**src/hdl/crcs_pkg.sv**
```systemverilog
`timescale 1ns / 1ps
`default_nettype none

package crcs_pkg;

  // Field and datapath widths
  localparam int unsigned SAMPLE_W = 32;  // Q16.16 sample and position
  localparam int unsigned FRAC_W   = 16;  // Q0.16 fraction
  localparam int unsigned TAP_W    = 18;  // signed neighbor index before clamping
  localparam int unsigned WSUM_W   = 54;  // twice-weight at scale 2^48, with headroom
  localparam int unsigned PROD_W   = 64;  // sample times Q2.30 weight
  localparam int unsigned RND_W    = 34;  // rounded sum before limiting
  localparam int unsigned NUM_TAPS = 4;

  // Command codes
  localparam logic CMD_WRITE  = 1'b0;
  localparam logic CMD_SAMPLE = 1'b1;

  typedef logic signed [SAMPLE_W-1:0] sample_t;

  // Four neighbor samples plus the limit interval, one sample word
  typedef struct packed {
    logic    valid;
    sample_t s0;
    sample_t s1;
    sample_t s2;
    sample_t s3;
    sample_t lo;
    sample_t hi;
  } taps_t;

  // Catmull-Rom weights in Q2.30
  typedef struct packed {
    sample_t wa;
    sample_t wb;
    sample_t wc;
    sample_t wd;
  } weights_t;

endpackage

`default_nettype wire

```
**src/hdl/crcs_weights.sv**
```systemverilog
`timescale 1ns / 1ps
`default_nettype none

module crcs_weights (
  input  logic                               clk_i,
  input  logic [crcs_pkg::FRAC_W-1:0]        frac_i,
  output crcs_pkg::weights_t                 weights_o
);

  localparam int unsigned W = crcs_pkg::WSUM_W;
  localparam logic signed [W-1:0] TWO_Q48 = W'(1) << 49;
  localparam logic signed [W-1:0] HALF_LSB = W'(1) << 18;

  logic [crcs_pkg::FRAC_W-1:0]   f2_q;
  logic [2*crcs_pkg::FRAC_W-1:0] sq2_q;
  logic [crcs_pkg::FRAC_W-1:0]   f3_q;
  logic [2*crcs_pkg::FRAC_W-1:0] sq3_q;
  logic [3*crcs_pkg::FRAC_W-1:0] cube3_q;

  logic signed [W-1:0] cube;
  logic signed [W-1:0] sq;
  logic signed [W-1:0] lin;
  logic signed [W-1:0] sa;
  logic signed [W-1:0] sb;
  logic signed [W-1:0] sc;
  logic signed [W-1:0] sd;

  crcs_pkg::weights_t weights_d;
  crcs_pkg::weights_t weights_q;

  // Square, then cube, one multiply per stage
  always_ff @(posedge clk_i) begin
    f2_q    <= frac_i;
    sq2_q   <= (2*crcs_pkg::FRAC_W)'(frac_i) * (2*crcs_pkg::FRAC_W)'(frac_i);
    f3_q    <= f2_q;
    sq3_q   <= sq2_q;
    cube3_q <= (3*crcs_pkg::FRAC_W)'(sq2_q) * (3*crcs_pkg::FRAC_W)'(f2_q);
  end

  // Twice each weight at scale 2^48, plus half an output LSB
  always_comb begin
    cube = $signed({6'b0, cube3_q});
    sq   = $signed({6'b0, sq3_q, 16'b0});
    lin  = $signed({6'b0, f3_q, 32'b0});
    sa   = (sq <<< 1) - cube - lin + HALF_LSB;
    sb   = (cube <<< 1) + cube - (sq <<< 2) - sq + TWO_Q48 + HALF_LSB;
    sc   = (sq <<< 2) + lin - (cube <<< 1) - cube + HALF_LSB;
    sd   = cube - sq + HALF_LSB;
    // Drop 19 bits: Q2.30 weights, rounded to nearest
    weights_d.wa = sa[50:19];
    weights_d.wb = sb[50:19];
    weights_d.wc = sc[50:19];
    weights_d.wd = sd[50:19];
  end

  always_ff @(posedge clk_i) begin
    weights_q <= weights_d;
  end

  assign weights_o = weights_q;

endmodule

`default_nettype wire

```
**config.mk**
```make
export PLATFORM = sky130hd
export DESIGN_NAME = crcs_weights
export DESIGN_NICKNAME = d
export VERILOG_FILES = /design/src/hdl/crcs_pkg.sv /design/src/hdl/crcs_weights.sv
export SDC_FILE = /design/constraint.sdc
export NUM_CORES = 2
export LEC_CHECK = 0
export ABC_AREA = 1
export BUFFER_PORTS_ARGS = -buffer_cell sky130_fd_sc_hd__clkbuf_2
export CORE_ASPECT_RATIO = 0.9
export CORE_MARGIN = 3
export CORE_UTILIZATION = 40
export CTS_CLUSTER_SIZE = 28
export DETAILED_ROUTE_END_ITERATION = 7
export PLACE_DENSITY_LB_ADDON = 0.2
export SETUP_SLACK_MARGIN = 0.2
export SLEW_MARGIN = 30
export SYNTH_ARGS = -nofsm -noshare
export SYNTH_HDL_FRONTEND = slang
export SYNTH_SLANG_ARGS = --single-unit
```
**constraint.sdc**
```tcl
create_clock -name clk_i -period 5.85 [get_ports clk_i]
set_input_delay 0 -clock clk_i [delete_from_list [all_inputs] [get_ports clk_i]]
set_output_delay 0 -clock clk_i [all_outputs]
set_load 0.02 [all_outputs]
```
# Word-level counts from Yosys, hierarchy flattened
# Cells that the tools add are included.
# totals
regBits	272
inputBits	17
out_inout_bits	128
elab_cells	25
# op_classes
add_sub_neg	14
multipliers	2
# ops
operator	n
51-bit by 20-bit adder with 51-bit output (second input constant)	4
51-bit by 49-bit subtractor with 51-bit output	3
50-bit by 48-bit adder with 51-bit output	1
51-bit adder (second input constant)	1
50-bit by 49-bit subtractor with 51-bit output	1
50-bit by 50-bit subtractor with 51-bit output	1
49-bit by 48-bit adder with 50-bit output	1
49-bit by 48-bit subtractor with 50-bit output	1
48-bit by 48-bit subtractor with 49-bit output	1
32-bit by 16-bit multiplier with 48-bit output	1
16-bit by 16-bit multiplier with 32-bit output	1

# Logic depth before layout (Yosys ltp)
# depth
depth_word	5
mapped_depth	27
ltp_nobuf	25

# Least setup slack after synthesis
# OpenSTA, ideal clock, no wires.
# synth_timing
kind	register to register
startpoint	register sq2_q[29] in the netlist's numbering
endpoint	register cube3_q[45] in the netlist's numbering
arrival_ps	5440
path_slack_ps	286
path_stages_with_launch	24
n_path_buf	2
cell_sequence	dfxtp_1 -> clkbuf_1 -> clkbuf_1 -> nand2_1 -> fa_1 -> inv_1 -> fa_1 -> inv_1 -> fa_1 -> inv_1 -> fa_1 -> fa_1 -> inv_1 -> fa_1 -> inv_1 -> ha_1 -> nand2_1 -> nor2_1 -> inv_1 -> nor4_1 -> o21ai_0 -> nand3_1 -> a21oi_1 -> xor2_1
# synth_via
elab_chain_cells	1
# synth_lines
element	line_no	text
from (decl)	crcs_weights.sv:15	logic [2*crcs_pkg::FRAC_W-1:0] sq2_q;
from (signal assigned)	crcs_weights.sv:34	sq2_q <= (2*crcs_pkg::FRAC_W)'(frac_i) * (2*crcs_pkg::FRAC_W)'(frac_i);
32-bit by 16-bit multiplier with 48-bit output	crcs_weights.sv:37	cube3_q <= (3*crcs_pkg::FRAC_W)'(sq2_q) * (3*crcs_pkg::FRAC_W)'(f2_q);
to (signal assigned)	crcs_weights.sv:37	
to (decl)	crcs_weights.sv:18	logic [3*crcs_pkg::FRAC_W-1:0] cube3_q;
# No other way between the ends.

# Worst setup path in the final report
# layout_timing
startpoint	register f2_q[7] in the netlist's numbering
endpoint	register cube3_q[45] in the netlist's numbering
# layout_via
elab_chain_cells	1
# layout_lines
element	line_no	text
from (decl)	crcs_weights.sv:14	logic [crcs_pkg::FRAC_W-1:0] f2_q;
from (signal assigned)	crcs_weights.sv:33	f2_q <= frac_i;
32-bit by 16-bit multiplier with 48-bit output	crcs_weights.sv:37	
# No other way between the ends.

==> qor.yml <==
timing:
  final-max-slew-violation-count: 0
  finClkSkew_ns: 0.0273
  slew_headroom: 0.481
  fin_hold_ws_ns: 0.204
  setup_viol_count_final: 0
  period_share: 0.951
  finalCriticalPeriod_ns: 5.57
  tightest_slew_ns: 0.772
  max_freq_mhz: 180
  rsz0062_at_grt: "true"
  hold_viol_final: 0
setup_path:
  rrSetupSlack_ns: 0.28
  crit_path_cell_trace: "clkbuf_16 > nand2_1 > fa_1 > inv_1 > fa_1 > fa_1 > fa_1 > fa_1 > inv_1 > fa_1 > inv_1 > ha_1 > nand2_1 > nor2_1 > inv_1 > nor4_2 > o21ai_0 > nand3_1 > a21oi_2 > xor2_1"
  crit_slowest_cell: "fa_1"
  worstSetupEndpointType: "register"
  crit_family: "adder cells"
  rr_worst_depth: 20
  worstReg2RegStart: "f2_q[7]"
  cpPeakStageDelay_ns: 0.57
  arrival_ns: 6.07
  r2r-end: "cube3_q[45]"
  cp.required_ns: 6.35
  crit_buf_inv: 5
  critPathLaunchType: "register"
  critPathKind: "register to register"
  path_max_fanout: 10
  critPathMostFrequentCell: "fa_1"
die:
  die_x_um: 372
  rows: 120
  start_util: 0.404
  fp.coreArea_mm2: 0.119
  die_area_mm2: 0.125
  num_io_pins: 145
  die_y_um: 335
route:
  drt_first_pass_iters: 6
  drt_iter0_drc: 3457
  routed_wl_um: 168000
  vias_per_cell: 5.06
  routedWlPerCell_um: 19.8
  ant_nets: 0
  via_count: 43055
  drc: 0
yosys:
  synth.distinct_cells: 52
  ys_ff_latch: 267
  synth-seq-area-share: 0.111
  synth_edf_count: 0
  syn_area_mm2: 0.0483
  postSynthAreaPerCell_um2: 7.31
  synth_top_flop_cell: "dfxtp_1"
  syn_inst: 6600
  synthArstFlopShare: 0
  yosysWarnings: 0
place:
  place_congestion: 0.995
  numPortBuffers: 144
  dpl.hpwl_um: 141000
  dp.cells: 8396
cts:
  clockBufferDepth: 3
  cts_tree: "built"
  cts.sinks: 267
  h-tree-depth: 2
  cts_made_buffers: 36
  cts-root-buf: "clkbuf_16"
  clk_latency_ns: 0.61
  clkSlewWorstSetupHoldPaths_ns: 0.06
final_layout:
  nets: 8134
  seq_area_mm2: 0.00540
  area_growth_pct: 14.0
  final_util: 0.461
  insertedDiodeCount: 0
  fill_cells: 12209
  fin_cells: 8504
  drive_above_1_share: 0.0950
  multiInputGateArea_mm2: 0.0370
global_routing:
  grt.total_usage: 0.265
  grt_pass1_wl_um: 255000
  grt_max_degree: 39
  grt_pass1_vias: 43560
  antenna_found_initial: 6
  grt.overflow.total: 0
hold_path:
  hp-class: "input pin to register"
  min_to: "f2_q[7]"
  hold_depth: 2
  hold_start: "frac_i[7]"
job:
  cap_violations: 0
status:
  status: "finished, final reports clean"
## sequential cells by signal (all words and copies together), names as in the netlist
| name | cells |
|---|---|
| weights_o | 128 |
| cube3_q | 48 |
| sq2_q | 31 |
| sq3_q | 30 |
| f2_q | 15 |
| f3_q | 15 |
## how the worst max path moves through the flow
stage          startpoint     endpoint  slack (ns)  cells after the start
6_report          f2_q[7]  cube3_q[45]        0.28                     20
5_1_grt           f2_q[7]  cube3_q[43]        0.05                     22
4_1_cts           f2_q[1]  cube3_q[44]        0.19                     23
3_5_place_dp      f2_q[7]  cube3_q[44]       -0.04                     21
3_3_place_gp      f2_q[7]  cube3_q[36]      -0.005                     19
2_1_floorplan   sq2_q[29]  cube3_q[45]        0.29                     23
## worst reg2reg max path, stage by stage (launching register included)
cell and delay, ns:
dfxtp_4 0.45, clkbuf_16 0.21, nand2_1 0.09, fa_1 0.53
inv_1 0.06, fa_1 0.49, fa_1 0.57, fa_1 0.44
fa_1 0.49, inv_1 0.05, fa_1 0.48, inv_1 0.04
ha_1 0.33, nand2_1 0.13, nor2_1 0.16, inv_1 0.11
nor4_2 0.32, o21ai_0 0.14, nand3_1 0.16, a21oi_2 0.07
xor2_1 0.15
## cell usage after synthesis, types with 5 or more instances
library cell | n | share of area
o21ai_0 | 193 | 0.020
nand2_2 | 10 | 0.0013
and2_1 | 9 | 0.0012
dfxtp_1 | 267 | 0.11
inv_1 | 1611 | 0.13
fa_1 | 682 | 0.28
a21oi_1 | 318 | 0.033
xnor2_1 | 59 | 0.011
o211ai_1 | 9 | 0.0014
a31oi_1 | 54 | 0.0070
inv_2 | 8 | 0.00062
nand2_1 | 1584 | 0.12
nor4_1 | 23 | 0.0030
a21boi_0 | 13 | 0.0020
a21o_1 | 31 | 0.0048
nand4_1 | 50 | 0.0065
nor2_1 | 427 | 0.033
nand3_1 | 203 | 0.021
and3_1 | 10 | 0.0013
nor2_2 | 16 | 0.0021
clkbuf_1 | 139 | 0.011
o21bai_1 | 27 | 0.0042
a211oi_1 | 5 | 0.00078
nand3b_1 | 16 | 0.0025
nor3_1 | 58 | 0.0060
o21a_1 | 27 | 0.0042
ha_1 | 544 | 0.14
o221ai_1 | 6 | 0.0011
xor2_1 | 157 | 0.028
## cells in the final DEF, fill, tap and decap left out, types with 9 or more instances in the layout
cell	synthesis	final
a21oi_1	318	297
fa_1	682	673
inv_2	8	14
o21ai_1	1	16
nand3b_1	16	16
clkbuf_16	0	47
a31oi_1	54	48
ha_4	0	19
dlygate4sd3_1	0	16
conb_1	2	9
nor2_1	427	398
dfxtp_1	267	240
dfxtp_2	0	18
ha_1	544	520
xnor2_1	59	57
inv_6	0	9
nand2_1	1584	1567
nor2_2	16	37
a21oi_2	0	21
a21o_1	31	31
nor3_1	58	52
o21ai_0	193	173
nand3_1	203	201
and3_1	10	9
nor2_4	4	12
o211ai_1	9	9
o21bai_1	27	26
o21a_1	27	27
xor2_1	157	153
clkbuf_2	0	138
nor4_1	23	20
nand4_1	50	50
buf_4	0	177
inv_1	1611	1605
dfxtp_4	0	9
a21boi_0	13	9
fa_2	0	9
buf_12	0	30
nand2_2	10	27
## logic make-up after synthesis
logic type      after synthesis  synth area share
other cells                   2          0.000156
xor+xnor                    219            0.0407
mux                           1          0.000233
compound gates              698            0.0810
buf+inv                    1761             0.137
flops                       267             0.111
fa+ha+maj                  1226             0.424
simple gates               2426             0.206
## cell type report
cell class                 count  area share
inverter                    1621       0.111
timing repair buffer         386      0.0580
tap                         1586      0.0361
multi-input combinational   4579       0.673
clock inverter                22     0.00573
clock buffer                  43      0.0182
sequential                   267      0.0982
## through the flow
step | TNS [ns] | cell area (µm²) | worst slack, ns
after global placement | -0.00953 | 52300 | -0.00461
after detailed placement | -0.0369 | 52300 | -0.0362
after CTS | 0 | 53900 | 0.190
after global routing | 0 | 55000 | 0.0496
after floorplan | 0 | 48300 | 0.286
final | 0 | 55000 | 0.284
## per-layer routing
layer	wire length, µm	GRT usage	share of wire
met1	76500	0.377	0.45
met5	0	0	0
met3	11400	0.0327	0.068
met4	6480	0.0818	0.039
met2	73800	0.420	0.44
## timing repair
action / CTS / global route
pin swaps: 1 / 36
resized for setup: 30 / 205
endpoints found under the setup margin: 22 / 40
cloned: 1 / 11
hold buffers: 16 / 0
endpoints found under the hold margin: 17 / 0
buffers inserted: 0 / 15
Power is not shown: default switching activity piles up to over one toggle a cycle in this logic, so the estimate is an artifact.
